<file path="config.mk">
export PLATFORM = sky130hd
export DESIGN_NAME = pwm_rate_selector_hysteresis_core_flat
export DESIGN_NICKNAME = d
export VERILOG_FILES = /design/src/rtl/prs_pkg.sv /design/src/rtl/prs_if.sv /design/src/rtl/prs_cfg_regs.sv /design/src/rtl/prs_select.sv /design/src/rtl/pwm_rate_selector_hysteresis_core.sv /design/src/flat_wrapper.sv
export SDC_FILE = /design/constraint.sdc
export NUM_CORES = 1
export LEC_CHECK = 0
export BUFFER_PORTS_ARGS = -buffer_cell sky130_fd_sc_hd__buf_2
export CAP_MARGIN = 20
export CORE_MARGIN = 4
export CORE_UTILIZATION = 44
export CTS_CLUSTER_DIAMETER = 30
export DETAILED_ROUTE_END_ITERATION = 10
export SYNTH_ARGS = -nofsm -noshare
export SYNTH_HDL_FRONTEND = slang
export SYNTH_HIERARCHICAL = 1
export SYNTH_SLANG_ARGS = --single-unit
</file>
<file path="constraint.sdc">
create_clock -name i_clk -period 9.2 [get_ports i_clk]
set_input_delay 1.38 -clock i_clk [delete_from_list [all_inputs] [get_ports i_clk]]
set_output_delay 1.38 -clock i_clk [all_outputs]
set_load 0.05 [all_outputs]
</file>
<file path="src/rtl/prs_pkg.sv">
`timescale 1ns / 1ps
// ----------------------------------------------------------------------------
// prs_pkg
// Shared widths, register map, command codes and types of the rate selector.
// ----------------------------------------------------------------------------
package prs_pkg;

    localparam int NUM_RATES_DEF = 4;
    localparam int PULSE_W       = 12;
    localparam int THR_W         = 12;
    localparam int RPM_W         = 16;
    localparam int ENTRY_W       = THR_W + RPM_W;
    localparam int IDX_W         = 3;
    localparam int CMD_W         = 2;
    localparam int ACTIVE_W      = 3;
    localparam int APB_DATA_W    = 32;
    localparam int HYST_US       = 50;
    localparam int CMP_W         = THR_W + 2;

    localparam int REG_ACTIVE    = 0;
    localparam int REG_ENTRY0    = 1;

    localparam logic signed [IDX_W-1:0] IDLE_INDEX = '1;

    typedef enum logic [CMD_W-1:0] {
        CMD_NONE = 2'd0,
        CMD_ON   = 2'd1,
        CMD_OFF  = 2'd2
    } t_cmd;

    typedef struct packed {
        logic             found;
        logic [IDX_W-1:0] idx;
        logic [RPM_W-1:0] rpm;
    } t_pick;

endpackage

</file>
<file path="src/rtl/prs_if.sv">
`timescale 1ns / 1ps
// ----------------------------------------------------------------------------
// prs_if
// Valid/ready channels for pulse samples and rate selection results.
// ----------------------------------------------------------------------------
interface prs_in_if;
    logic                        valid;
    logic                        ready;
    logic [prs_pkg::PULSE_W-1:0] pulse_width;

    modport source (output valid, output pulse_width, input ready);
    modport sink   (input valid, input pulse_width, output ready);
endinterface

interface prs_out_if;
    logic                             valid;
    logic                             ready;
    logic signed [prs_pkg::IDX_W-1:0] sel_index;
    logic                             firing;
    logic [prs_pkg::RPM_W-1:0]        rpm;
    logic [prs_pkg::CMD_W-1:0]        command;

    modport source (output valid, output sel_index, output firing, output rpm,
                    output command, input ready);
    modport sink   (input valid, input sel_index, input firing, input rpm,
                    input command, output ready);
endinterface

</file>
<file path="src/rtl/prs_cfg_regs.sv">
`timescale 1ns / 1ps
// ----------------------------------------------------------------------------
// prs_cfg_regs
// APB register file holding the active entry count and the rate entries.
// ----------------------------------------------------------------------------
module prs_cfg_regs #(
    parameter int NUM_RATES = prs_pkg::NUM_RATES_DEF,
    parameter int PADDR_W   = $clog2(4 * (NUM_RATES + 1)),
    parameter int CNT_W     = $clog2(NUM_RATES + 1)
) (
    input  logic                                              i_clk,
    input  logic                                              i_rst_n,
    input  logic                                              psel,
    input  logic                                              penable,
    input  logic                                              pwrite,
    input  logic [PADDR_W-1:0]                                paddr,
    input  logic [prs_pkg::APB_DATA_W-1:0]                    pwdata,
    output logic [prs_pkg::APB_DATA_W-1:0]                    prdata,
    output logic                                              pready,
    output logic [CNT_W-1:0]                                  o_count,
    output logic [NUM_RATES-1:0][prs_pkg::ENTRY_W-1:0]        o_entries
);
    import prs_pkg::*;

    localparam int AIDX_W = PADDR_W - 2;

    logic [ACTIVE_W-1:0]                r_active;
    logic [NUM_RATES-1:0][ENTRY_W-1:0]  r_entry;
    logic [AIDX_W-1:0]                  reg_idx;
    logic                               wr_en;

    assign reg_idx = paddr[PADDR_W-1:2];
    assign wr_en   = psel && penable && pwrite;
    assign pready  = 1'b1;

    always_ff @(posedge i_clk) begin
        if (!i_rst_n) begin
            r_active <= '0;
            r_entry  <= '0;
        end else if (wr_en) begin
            if (reg_idx == AIDX_W'(REG_ACTIVE)) begin
                r_active <= pwdata[ACTIVE_W-1:0];
            end
            for (int k = 0; k < NUM_RATES; k++) begin
                if (reg_idx == AIDX_W'(REG_ENTRY0 + k)) begin
                    r_entry[k] <= pwdata[ENTRY_W-1:0];
                end
            end
        end
    end

    always_comb begin
        prdata = '0;
        if (reg_idx == AIDX_W'(REG_ACTIVE)) begin
            prdata = APB_DATA_W'(r_active);
        end
        for (int k = 0; k < NUM_RATES; k++) begin
            if (reg_idx == AIDX_W'(REG_ENTRY0 + k)) begin
                prdata = APB_DATA_W'(r_entry[k]);
            end
        end
    end

    // Counts above the number of entries are clamped.
    assign o_count   = ({1'b0, r_active} > (ACTIVE_W + 1)'(NUM_RATES)) ?
                       CNT_W'(NUM_RATES) : CNT_W'(r_active);
    assign o_entries = r_entry;

endmodule

</file>
<file path="src/rtl/prs_select.sv">
`timescale 1ns / 1ps
// ----------------------------------------------------------------------------
// prs_select
// Threshold scan with hysteresis that picks the rate entry for one pulse.
// ----------------------------------------------------------------------------
module prs_select #(
    parameter int NUM_RATES = prs_pkg::NUM_RATES_DEF,
    parameter int CNT_W     = $clog2(NUM_RATES + 1)
) (
    input  logic [prs_pkg::PULSE_W-1:0]                i_pulse_width,
    input  logic                                       i_prev_valid,
    input  logic [prs_pkg::IDX_W-1:0]                  i_prev_idx,
    input  logic [CNT_W-1:0]                           i_count,
    input  logic [NUM_RATES-1:0][prs_pkg::ENTRY_W-1:0] i_entries,
    output prs_pkg::t_pick                             o_pick
);
    import prs_pkg::*;

    always_comb begin : scan
        logic                     stop;
        logic [THR_W-1:0]         best_thr;
        logic [THR_W-1:0]         thr;
        logic [THR_W-1:0]         next_thr;
        logic                     is_cur;
        logic signed [CMP_W-1:0]  eff;
        logic signed [CMP_W-1:0]  pulse_s;

        stop     = 1'b0;
        best_thr = '0;
        o_pick   = '0;
        pulse_s  = $signed(CMP_W'(i_pulse_width));
        for (int i = 0; i < NUM_RATES; i++) begin
            thr      = i_entries[i][THR_W-1:0];
            next_thr = i_entries[(i + 1 < NUM_RATES) ? i + 1 : i][THR_W-1:0];
            is_cur   = i_prev_valid && (i_prev_idx == IDX_W'(i));
            eff      = is_cur ? $signed(CMP_W'(thr)) - CMP_W'(HYST_US)
                              : $signed(CMP_W'(thr)) + CMP_W'(HYST_US);
            if (!stop && (CNT_W'(i) < i_count)) begin
                if (pulse_s >= eff) begin
                    if (!o_pick.found || (thr > best_thr)) begin
                        o_pick.found = 1'b1;
                        o_pick.idx   = IDX_W'(i);
                        o_pick.rpm   = i_entries[i][ENTRY_W-1:THR_W];
                        best_thr     = thr;
                    end
                end else if (!is_cur && ((i + 1) < int'(i_count))) begin
                    if (next_thr > thr) begin
                        stop = 1'b1;
                    end
                end
            end
        end
    end

endmodule

</file>
<file path="src/rtl/pwm_rate_selector_hysteresis_core.sv">
`timescale 1ns / 1ps
// ----------------------------------------------------------------------------
// pwm_rate_selector_hysteresis_core
// Picks a rate entry for each averaged pulse width and reports changes.
//
// Channel   Direction  Transaction
// i_in      sink       one pulse_width sample
// o_out     source     sel_index, firing, rpm, command
// APB       slave      write or read of one configuration register
//
// A sample accepted into the input register is scanned combinationally and
// written to the result register once that register is empty or its result is
// taken, and one sample can be accepted every cycle while results are taken.
// Reset clears the selection to idle, the configuration registers to zero and
// both valid flags. A stalled result holds the pipeline in place.
// ----------------------------------------------------------------------------
module pwm_rate_selector_hysteresis_core #(
    parameter int NUM_RATES = prs_pkg::NUM_RATES_DEF,
    parameter int PADDR_W   = $clog2(4 * (NUM_RATES + 1))
) (
    input  logic                           i_clk,
    input  logic                           i_rst_n,
    prs_in_if.sink                         i_in,
    prs_out_if.source                      o_out,
    input  logic                           psel,
    input  logic                           penable,
    input  logic                           pwrite,
    input  logic [PADDR_W-1:0]             paddr,
    input  logic [prs_pkg::APB_DATA_W-1:0] pwdata,
    output logic [prs_pkg::APB_DATA_W-1:0] prdata,
    output logic                           pready
);
    import prs_pkg::*;

    localparam int CNT_W = $clog2(NUM_RATES + 1);

    logic [CNT_W-1:0]                  count;
    logic [NUM_RATES-1:0][ENTRY_W-1:0] entries;
    t_pick                             pick;
    t_cmd                              cmd;
    logic                              advance;

    logic                              r_in_valid;
    logic [PULSE_W-1:0]                r_pulse;
    logic                              r_out_valid;
    logic                              n_out_valid;
    logic signed [IDX_W-1:0]           r_sel_index;
    logic                              r_firing;
    logic [RPM_W-1:0]                  r_rpm;
    t_cmd                              r_cmd;
    logic                              r_sel_valid;
    logic [IDX_W-1:0]                  r_sel_idx;

    prs_cfg_regs #(
        .NUM_RATES (NUM_RATES),
        .PADDR_W   (PADDR_W),
        .CNT_W     (CNT_W)
    ) u_cfg (
        .i_clk     (i_clk),
        .i_rst_n   (i_rst_n),
        .psel      (psel),
        .penable   (penable),
        .pwrite    (pwrite),
        .paddr     (paddr),
        .pwdata    (pwdata),
        .prdata    (prdata),
        .pready    (pready),
        .o_count   (count),
        .o_entries (entries)
    );

    prs_select #(
        .NUM_RATES     (NUM_RATES),
        .CNT_W         (CNT_W)
    ) u_select (
        .i_pulse_width (r_pulse),
        .i_prev_valid  (r_sel_valid),
        .i_prev_idx    (r_sel_idx),
        .i_count       (count),
        .i_entries     (entries),
        .o_pick        (pick)
    );

    assign advance    = r_in_valid && (!r_out_valid || o_out.ready);
    assign i_in.ready = !r_in_valid || advance;

    always_comb begin
        if ((pick.found != r_sel_valid) || (pick.found && (pick.idx != r_sel_idx))) begin
            cmd = pick.found ? CMD_ON : CMD_OFF;
        end else begin
            cmd = CMD_NONE;
        end
        if (advance) begin
            n_out_valid = 1'b1;
        end else if (o_out.ready) begin
            n_out_valid = 1'b0;
        end else begin
            n_out_valid = r_out_valid;
        end
    end

    always_ff @(posedge i_clk) begin
        if (!i_rst_n) begin
            r_in_valid  <= 1'b0;
            r_out_valid <= 1'b0;
            r_sel_valid <= 1'b0;
            r_sel_idx   <= '0;
        end else begin
            if (i_in.ready) begin
                r_in_valid <= i_in.valid;
            end
            r_out_valid <= n_out_valid;
            if (advance) begin
                r_sel_valid <= pick.found;
                r_sel_idx   <= pick.idx;
            end
        end
    end

    always_ff @(posedge i_clk) begin
        if (i_in.ready && i_in.valid) begin
            r_pulse <= i_in.pulse_width;
        end
        if (advance) begin
            r_sel_index <= pick.found ? $signed(pick.idx) : IDLE_INDEX;
            r_firing    <= pick.found;
            r_rpm       <= pick.found ? pick.rpm : '0;
            r_cmd       <= cmd;
        end
    end

    assign o_out.valid     = r_out_valid;
    assign o_out.sel_index = r_sel_index;
    assign o_out.firing    = r_firing;
    assign o_out.rpm       = r_rpm;
    assign o_out.command   = r_cmd;

`ifndef SYNTHESIS
    a_on_firing : assert property (@(posedge i_clk) disable iff (!i_rst_n)
        (o_out.valid && (o_out.command == CMD_ON)) |-> o_out.firing)
        else $error("Trigger-on transaction reported while not firing.");

    a_off_idle : assert property (@(posedge i_clk) disable iff (!i_rst_n)
        (o_out.valid && (o_out.command == CMD_OFF)) |-> !o_out.firing)
        else $error("Trigger-off transaction reported while firing.");

    a_state_tracks : assert property (@(posedge i_clk) disable iff (!i_rst_n)
        $past(advance && i_rst_n) |-> (r_sel_valid == o_out.firing))
        else $error("Held selection disagrees with the last result.");

    a_in_hold : assert property (@(posedge i_clk) disable iff (!i_rst_n)
        (r_in_valid && !advance) |=> (r_in_valid && $stable(r_pulse)))
        else $error("Pending sample lost while the result was stalled.");
`endif

endmodule

</file>
<file path="src/flat_wrapper.sv">
// flat-port wrapper written by rule: the top's interface ports become plain ports
module pwm_rate_selector_hysteresis_core_flat import prs_pkg::*;
#(
    parameter int NUM_RATES = prs_pkg::NUM_RATES_DEF,
    parameter int PADDR_W   = $clog2(4 * (NUM_RATES + 1))
)
  (i_clk, i_rst_n, psel, penable, pwrite, paddr, pwdata, prdata, pready, i_in_valid, i_in_pulse_width, i_in_ready, o_out_valid, o_out_sel_index, o_out_firing, o_out_rpm, o_out_command, o_out_ready);
  prs_in_if i_in_i ();
  prs_out_if o_out_i ();
  input  logic i_clk;
  input  logic i_rst_n;
  input  logic psel;
  input  logic penable;
  input  logic pwrite;
  input  logic [PADDR_W-1:0] paddr;
  input  logic [prs_pkg::APB_DATA_W-1:0] pwdata;
  output logic [prs_pkg::APB_DATA_W-1:0] prdata;
  output logic pready;
  input wire logic [$bits(i_in_i.valid)-1:0] i_in_valid;
  input wire logic [$bits(i_in_i.pulse_width)-1:0] i_in_pulse_width;
  output wire logic [$bits(i_in_i.ready)-1:0] i_in_ready;
  output wire logic [$bits(o_out_i.valid)-1:0] o_out_valid;
  output wire logic [$bits(o_out_i.sel_index)-1:0] o_out_sel_index;
  output wire logic [$bits(o_out_i.firing)-1:0] o_out_firing;
  output wire logic [$bits(o_out_i.rpm)-1:0] o_out_rpm;
  output wire logic [$bits(o_out_i.command)-1:0] o_out_command;
  input wire logic [$bits(o_out_i.ready)-1:0] o_out_ready;
  assign i_in_i.valid = i_in_valid;
  assign i_in_i.pulse_width = i_in_pulse_width;
  assign i_in_ready = i_in_i.ready;
  assign o_out_valid = o_out_i.valid;
  assign o_out_sel_index = o_out_i.sel_index;
  assign o_out_firing = o_out_i.firing;
  assign o_out_rpm = o_out_i.rpm;
  assign o_out_command = o_out_i.command;
  assign o_out_i.ready = o_out_ready;
  pwm_rate_selector_hysteresis_core #(.NUM_RATES(NUM_RATES), .PADDR_W(PADDR_W)) u_core (.i_clk(i_clk), .i_rst_n(i_rst_n), .i_in(i_in_i), .o_out(o_out_i), .psel(psel), .penable(penable), .pwrite(pwrite), .paddr(paddr), .pwdata(pwdata), .prdata(prdata), .pready(pready));
endmodule
</file>
==> After elaboration in Yosys (flattened, before gate mapping) <==
Index checks and enable logic that the tools add are counted.
{ "classes": {"order_cmp": 18, "addsub": 8, "eq_ne": 9, "n_reduce_logical": 40, "muxes": 44} }
{ "ops": {"columns": ["cell", "n"], "rows": [
  ["$mux 20", 11],
  ["$mux 32", 4],
  ["$mux 12", 8],
  ["$gt 12x12->1", 6],
  ["$ge 13x14->1", 4],
  ["$mux 14", 4],
  ["$add 12x6->13 const B", 4],
  ["$sub 12x6->13 const B", 4],
  ["$logic_and 1x1->1", 15],
  ["$mux 1", 14],
  ["$eq 3x2->1 const B", 4],
  ["$lt 2x3->1 const A", 4],
  ["$logic_not 1->1", 11],
  ["$reduce_and 2->1", 5],
  ["$lt 1x3->1 const A", 3],
  ["$eq 3x1->1 const B", 2],
  ["$logic_not 3->1", 2],
  ["$logic_or 1x1->1", 6],
  ["$mux 3", 2],
  ["$eq 3x3->1 const B", 1],
  ["$gt 3x3->1 const B", 1],
  ["$ne 3x3->1", 1],
  ["$mux 2", 1],
  ["$reduce_bool 2->1", 1],
  ["$ne 1x1->1", 1]
]} }
{ "word_totals": {"in_bits": 56, "ff_bits": 155, "elab_cells": 133, "out_inout_bits": 57} }

==> Depth between registers and ports, before layout <==
Gate-level depths: netlist of the first run.
{ "logic_depth": {"word_depth": 24, "ltp_mapped": 48, "ltp_nobuf": 44} }

==> By module <==
The synthesis of the first run kept the hierarchy.
{ "by_module_without_submodules": {"columns": ["module", "instances", "seq_area_each_um2", "cells_per_inst", "area_per_inst_um2"], "rows": [
  ["prs_cfg_regs", 1, 2302.2, 531, 5193.7],
  ["prs_select", 1, 0.0, 639, 5054.8],
  ["pwm_rate_selector_hysteresis_core", 1, 1141.1, 88, 1451.4]
]} }

==> Least setup slack after synthesis of the first run <==
No wires, ideal clock.
{ "synth_timing": {"path_kind": "register -> register", "startpoint": "register u_core.r_sel_idx[1]", "endpoint": "register u_core.r_cmd[0] (netlist: u_core/o_out.command[0]), data pin", "path_slack_ns": 0.225, "arrival_time_ns": 8.703, "period_less_slack_ns": 8.975, "required_time_ns": 8.928, "path_buffers": 6, "setup_time_ns": 0.272, "path_stages_with_launch": 45, "cell_sequence": "dfxtp_1 nor4b_4 or4b_1 nand2_1 xnor2_1 ha_1 nand4_1 o31ai_1 o2111ai_1 a21oi_1 clkbuf_1 nand2_1 ha_1 nand4_1 nor3_1 a221oi_1 a32oi_1 a21oi_1 (+9 left out) a21oi_1 o21ai_0 a2111oi_4 buf_4 inv_2 buf_2 mux2_1 ha_1 a21o_1 a21o_1 a21oi_1 o21ai_0 o21ai_0 a211oi_4 buf_8 or2_2 xnor2_1 a41oi_1"} }
{ "synth_lines": {"columns": ["item", "line", "text"], "rows": [
  ["from (decl)", "pwm_rate_selector_hysteresis_core.sv:52", "logic [IDX_W-1:0] r_sel_idx;"],
  ["from (signal assigned)", "pwm_rate_selector_hysteresis_core.sv:115", "r_sel_idx <= pick.idx;"],
  ["to (signal assigned)", "pwm_rate_selector_hysteresis_core.sv:128", "r_cmd <= cmd;"],
  ["to (decl)", "pwm_rate_selector_hysteresis_core.sv:50", "t_cmd r_cmd;"]
]} }

==> flow_summary.toml, run 1 <==
[placement]
io_buffers = 101
dp_hpwl_um = 24840
gp_congestion = 0.9413

[logic_synthesis]
yosysWarnings = 6
synthTopCellsByArea = "dfxtp_1 (21%), ha_1 (14%), mux2i_1 (13%)"
synth_area_mm2 = 0.01170
yosysTopAreaCell = "dfxtp_1"
synth_common_cells = "nand2_1 (173), mux2i_1 (151), ha_1 (129)"
synth-edff-count = 34
yosys_most_used_dff = "dfxtp_1"
synth_top_area_frac = 0.2070
async_reset_ff_frac = 0
synth_compound_area_frac = 0.1516
synthMuxAreaShare = 0.1770
synth_most_common_cell = "nand2_1"
synthSimpleGateAreaFrac = 0.1513
syn_inst = 1258
synth_area_per_cell_um2 = 9.300
seq_area_frac_synth = 0.2943
synthAdderAreaFrac = 0.1380
synth_cell_types = 78
synth_xor_area_frac = 0.03219
yosys_register_bits = 155
synth_top_family_by_area = "multiplexers"

[global_routing]
grt_pass1_wl_um = 54050
grtUsageTotal = 0.2372
first_global_vias = 9805
grt_max_degree = 95
globalRouteOverflowTotal = 0
antenna_found_initial = 0

[timing]
fin_skew_ns = 0.02218
timing.fmax_mhz = 114.3
worst_pin_slew_ns = 1.025
period_needed_ns = 8.752
slew_viol_final = 0
rsz0062_at_grt = "false"
setup-tns-final_ns = 0
slew_headroom = 0.3170
hold_viol = 0
hold_ws_ns = 0.4754
setup_viol = 0
fin_crit_sh = 0.9513

[route]
vias = 9900
first_iter_violations = 794
wl_per_cell_um = 20.63
detail-route-antenna-nets = 0
first_pass_iters = 5
wl_um = 35010
drc = 0
vias_per_cell = 5.834

[status]
status = "finished, final reports clean"

[power]
p_leak_uw = 0.005468
power_density_mw_per_mm2 = 121.7
vdd_ir_drop_max_mv = 0.1034

[worst_hold_path]
hold_start = "u_core/u_cfg/o_entries[82]"
hp-class = "reg2reg"

[critical_path]
start_kind = "flop"
crit_fanout = 18
critPathRequiredTime_ns = 9.37
critPathLaunch = "u_core/r_sel_idx[2]"
endpoint_kind = "flop"
crit_type = "reg2reg"
r2r-start = "u_core/r_sel_idx[2]"
cpPeakStageDelay_ns = 0.50
rrSetupSlack_ns = 0.45
critPathSlowestCell = "or4b_1"
arrival_ns = 8.93

[floorplanning]
start_util = 0.4477
std_cell_rows = 59
dieArea_mm2 = 0.02926
die_width_um = 171.1
io_pins = 113
core_area_mm2 = 0.02613
die_h_um = 171.1

[clock_tree]
cts_buffers = 17
clock-root-buffer = "clkbuf_16"
tritoncts = "done"
cts_buffer_depth = 2
clock_latency_ns = 0.45
clkTransAtPathRegs_ns = 0.07
htree_num_levels = 4
clkSinkCount = 155

[layout]
post-route-util = 0.5052
diodes = 0
nets = 1534
final_layout_size_suffix_gt1_frac = 0.1806
synthToLayoutAreaGrowth_pct = 12.83

[job]
drv_cap = 0
## where the power goes
group | total (µW) | switching, µW | internal (µW)
clock network | 722 | 351 | 372
registers | 720 | 15.1 | 705
logic | 164 | 108 | 55.8
total | 1610 | 474 | 1130
## final cells by class
cell class	instances	area, µm²
fillers	2482	12930
multi-input cells	990	7706
flip-flops and latches	155	3448
repair buffers	141	839.6
clock buffers	17	425.4
well taps	335	419.2
clock inverters	15	197.7
inverters	44	165.2
## layer usage
| layer | track usage | vias up | share of wire |
|---|---|---|---|
| met5 | 0 | - | 0 |
| met2 | 0.3891 | 308 | 0.46 |
| met4 | 0.07475 | 0 | 0.020 |
| met1 | 0.3232 | 4752 | 0.46 |
| li1 | - | 4793 | - |
| met3 | 0.03489 | 47 | 0.058 |
## critical path, delay by kind of cell (launching register included)
kind / cells / cell delay, ns
flip-flops: 1 / 0.34
XOR/XNOR: 2 / 0.21
AND/OR/NAND/NOR: 10 / 1.87
buffers and inverters: 7 / 1.19
multiplexers: 1 / 0.31
AO/OA/AOI/OAI: 19 / 3.31
adder cells (fa/ha/maj): 4 / 1.27
## cell families after synthesis
group / after synthesis
adders and majority gates: 129
buffers and inverters: 116
DFF: 155
muxes: 198
AOI/OAI and AO/OA: 259
other: 3
xor gates and xnor gates: 43
and+or+nand+nor: 355
## cells in the final DEF (no fill, tap or decap), types with 19 or more instances in the layout
master / instances
a21o_1: 23
a22oi_1: 26
and2_1: 19
inv_1: 42
ha_1: 129
buf_4: 36
a21oi_1: 62
buf_2: 100
edfxtp_1: 34
nor2_1: 28
xnor2_1: 38
o22ai_1: 27
dfxtp_1: 119
mux2_2: 31
nand4_1: 24
nand2_1: 173
mux2i_1: 151
## stage by stage
| stage | power (µW) | setup slack [ns] | instance area (µm²) | std cells |
|---|---|---|---|---|
| 5_1_grt | 1664 | 0.002416 | 13200 | 1697 |
| 2_1_floorplan | 846.3 | 0.2246 | 11710 | 1261 |
| 3_3_place_gp | 894.3 | 0.1201 | 12460 | 1658 |
| 3_5_place_dp | 897.0 | -0.01494 | 12460 | 1658 |
| 6_report | 1607 | 0.4482 | 13200 | 1697 |
| 4_1_cts | 1619 | 0.04207 | 13090 | 1691 |
## timing repair
| item | 4_1_cts | 5_1_grt |
|---|---|---|
| setup buffers | 1 | 5 |
| resized for setup | 1 | 17 |
| setup endpoints to repair | 1 | 21 |
| pin swaps | 1 | 6 |
| hold buffers | 0 | 0 |
| hold endpoints to repair | 0 | 0 |
## flip-flops by register name, indices dropped and copies added, names as in the netlist
| name | count |
|---|---|
| u_core/u_cfg/o_entries | 112 |
| u_core/o_out.rpm | 16 |
| u_core/r_pulse | 12 |
| u_core/o_out.sel_index | 3 |
| u_core/r_sel_idx | 3 |
| u_core/u_cfg/r_active | 3 |
| u_core/o_out.command | 2 |
| u_core/o_out.firing | 1 |
| u_core/o_out.valid | 1 |
| u_core/r_in_valid | 1 |
| u_core/r_sel_valid | 1 |
## worst paths after layout
path | to | depth (start not counted)
worst min-delay path | u_core/u_cfg/o_entries[82] | 2
worst min register to register | u_core/u_cfg/o_entries[82] | 2
worst max register to register | u_core/o_out.command[0] | 43
worst max-delay path | u_core/o_out.command[0] | 43
(Power assumes the default switching activity.)
==> run 2: changes to the inputs <==
--- a/config.mk
+++ b/config.mk
@@ -8,7 +8,8 @@
 export BUFFER_PORTS_ARGS = -buffer_cell sky130_fd_sc_hd__buf_2
 export CAP_MARGIN = 20
 export CORE_MARGIN = 4
-export CORE_UTILIZATION = 44
+export CORE_UTILIZATION = 26
+export CTS_BUF_LIST = sky130_fd_sc_hd__clkbuf_8 sky130_fd_sc_hd__clkbuf_16
 export CTS_CLUSTER_DIAMETER = 30
 export DETAILED_ROUTE_END_ITERATION = 10
 export SYNTH_ARGS = -nofsm -noshare
==> run 2 against run 1 <==
  * Register-to-register slack lost 0.18 ns
  * Count of clock-buffer cells in the layout did not move
  * Via count grew 4.9%
  * Critical endpoint is now u_core/o_out.rpm[15]
  * Sequential power hardly changed
  * Routed wire length rose by 14%
  * Largest power group unchanged
  * Non-clock buffer count increased by 59
==> flow_summary.toml, run 2 (same netlist as run 1, synthesis figures left out) <==
[timing]
hold_viol = 0
slew_viol_final = 0
fin_crit_sh = 0.9703
setup_slack_ns = 0.2730
worst_pin_slew_ns = 1.142
timing.fmax_mhz = 112.0
fin_skew_ns = 0.01049
period_needed_ns = 8.927
slew_headroom = 0.2386
setup_viol = 0

[clock_tree]
clock_latency_ns = 0.44
tritoncts = "done"
clkSinkCount = 155
clkTransAtPathRegs_ns = 0.07
cts_buffers = 17
clock-root-buffer = "clkbuf_16"
cts_buffer_depth = 2
htree_num_levels = 4

[critical_path]
endpoint_kind = "flop"
cpPeakStageDelay_ns = 0.49
cpMostUsedCell = "buf_4"
critPathRequiredTime_ns = 9.40
crit_fanout = 8
arrival_ns = 9.13
critPathSlowestCell = "a211oi_4"
start_kind = "flop"
crit_type = "reg2reg"

[global_routing]
globalRouteOverflowTotal = 0
grt_max_degree = 92
grt_pass1_wl_um = 60170
grtUsageTotal = 0.1594
first_global_vias = 10511
antenna_found_initial = 0

[layout]
mostFrequentLayoutCells = "nand2_1 (164), mux2i_1 (151), ha_1 (120)"
nFillCells = 4602
nets = 1594
mostFrequentLayoutCell = "nand2_1"
post-route-util = 0.3225
multi_input_area_mm2 = 0.008001
diodes = 0
synthToLayoutAreaGrowth_pct = 22.16
largest_register_ff_count = 112
final_layout_size_suffix_gt1_frac = 0.2468
seqCellArea_mm2 = 0.003447

[floorplanning]
core_area_mm2 = 0.04432
dieArea_mm2 = 0.04846
die_width_um = 220.1
die_h_um = 220.1
std_cell_rows = 77
io_pins = 113
start_util = 0.2640

[route]
first_iter_violations = 844
drc = 0
wl_per_cell_um = 19.80
vias = 10388
vias_per_cell = 5.158
wl_um = 39870
first_pass_iters = 5
detail-route-antenna-nets = 0

[placement]
dp_hpwl_um = 28520
post-place-ws_ns = -0.1111
io_buffers = 101
gp_congestion = 0.9426

[power]
netSwitchingFraction = 0.2810
p_sw_uw = 460.4
p_seq_frac = 0.440
p_int_uw = 1178
comb_power_share = 0.109
vdd_ir_drop_max_mv = 0.1300
power_frac_clock = 0.450
power_density_mw_per_mm2 = 114.6
p_leak_uw = 0.005877

[status]
status = "finished, final reports clean"

[worst_hold_path]
hp-class = "reg2reg"

[job]
drv_cap = 0
## run 2: cell count changes in the layout (fill, tap and decap cells not counted), moves of 5 or more
cell / previous run / this run
buf_4: 36 / 89
ha_1: 129 / 120
ha_4: 0 / 9
nand2_1: 173 / 164
a21oi_1: 62 / 56
nand2_2: 1 / 7
buf_6: 3 / 8
clkinv_8: 7 / 2
## run 2: per-stage QoR
| stage | hold slack (ns) | cell area (µm²) | TNS [ns] | power (µW) | cells |
|---|---|---|---|---|---|
| global route | 0.4951 | 14290 | -2.061 | 1701 | 2014 |
| global placement | 0.4543 | 13190 | -0.02030 | 903.8 | 1968 |
| CTS | 0.4754 | 13800 | 0 | 1648 | 2000 |
| detailed placement | 0.4625 | 13190 | -1.264 | 907.5 | 1968 |
| floorplan | 0.4439 | 11710 | 0 | 846.3 | 1261 |
| finish | 0.4751 | 14290 | 0 | 1638 | 2014 |
## run 2: repair_timing
action                     in CTS  in global routing
hold buffers                    0                  0
setup endpoints to repair      17                 21
gates cloned                    0                  3
pin swaps                       0                 30
buffers inserted                0                 11
resized for setup               1                 79
## run 2: critical path: cells and delay by family, from the launching register on
family / cells / cell delay, ns
compound gates: 17 / 2.81
xor+xnor: 1 / 0.06
fa+ha+maj: 4 / 1.16
buf+inv: 9 / 1.45
flops: 1 / 0.34
mux: 2 / 0.64
simple gates: 13 / 2.19
## run 2: final cells by class
class | instances | share of cell area
well taps | 592 | 0.05183
clock inverters | 15 | 0.01287
repair inverters | 1 | 0.0005253
repair buffers | 200 | 0.09227
inverters | 44 | 0.01173
clock buffers | 17 | 0.02976
flip-flops and latches | 155 | 0.2412
multi-input cells | 990 | 0.5598
## run 2: path summary, 6_finish.rpt
kind,start,end,slack [ns],depth (start not counted)
setup / recovery,u_core/r_sel_idx[2],u_core/o_out.rpm[15],0.27,46
hold / removal,u_core/u_cfg/o_entries[99],u_core/u_cfg/o_entries[99],0.48,2
setup reg to reg,u_core/r_sel_idx[2],u_core/o_out.rpm[15],0.27,46
hold reg to reg,u_core/u_cfg/o_entries[99],u_core/u_cfg/o_entries[99],0.48,2
## run 2: power groups by stage
stage	Combinational (µW)	Sequential [µW]	Clock, µW
final	179	722	738
after CTS	171	721	755
after global placement	167	736	0
after global routing	195	722	784
after floorplan	103	744	0
after detailed placement	171	736	0
## run 2: per-layer routing
layer,global-route usage,part of all wire,wire length [µm],vias up
li1,-,-,-,4910
met1,0.2119,0.45,17860,5090
met2,0.2690,0.48,19190,329
met3,0.02664,0.053,2103,59
met4,0.04250,0.018,713,0
met5,0,0,0,-
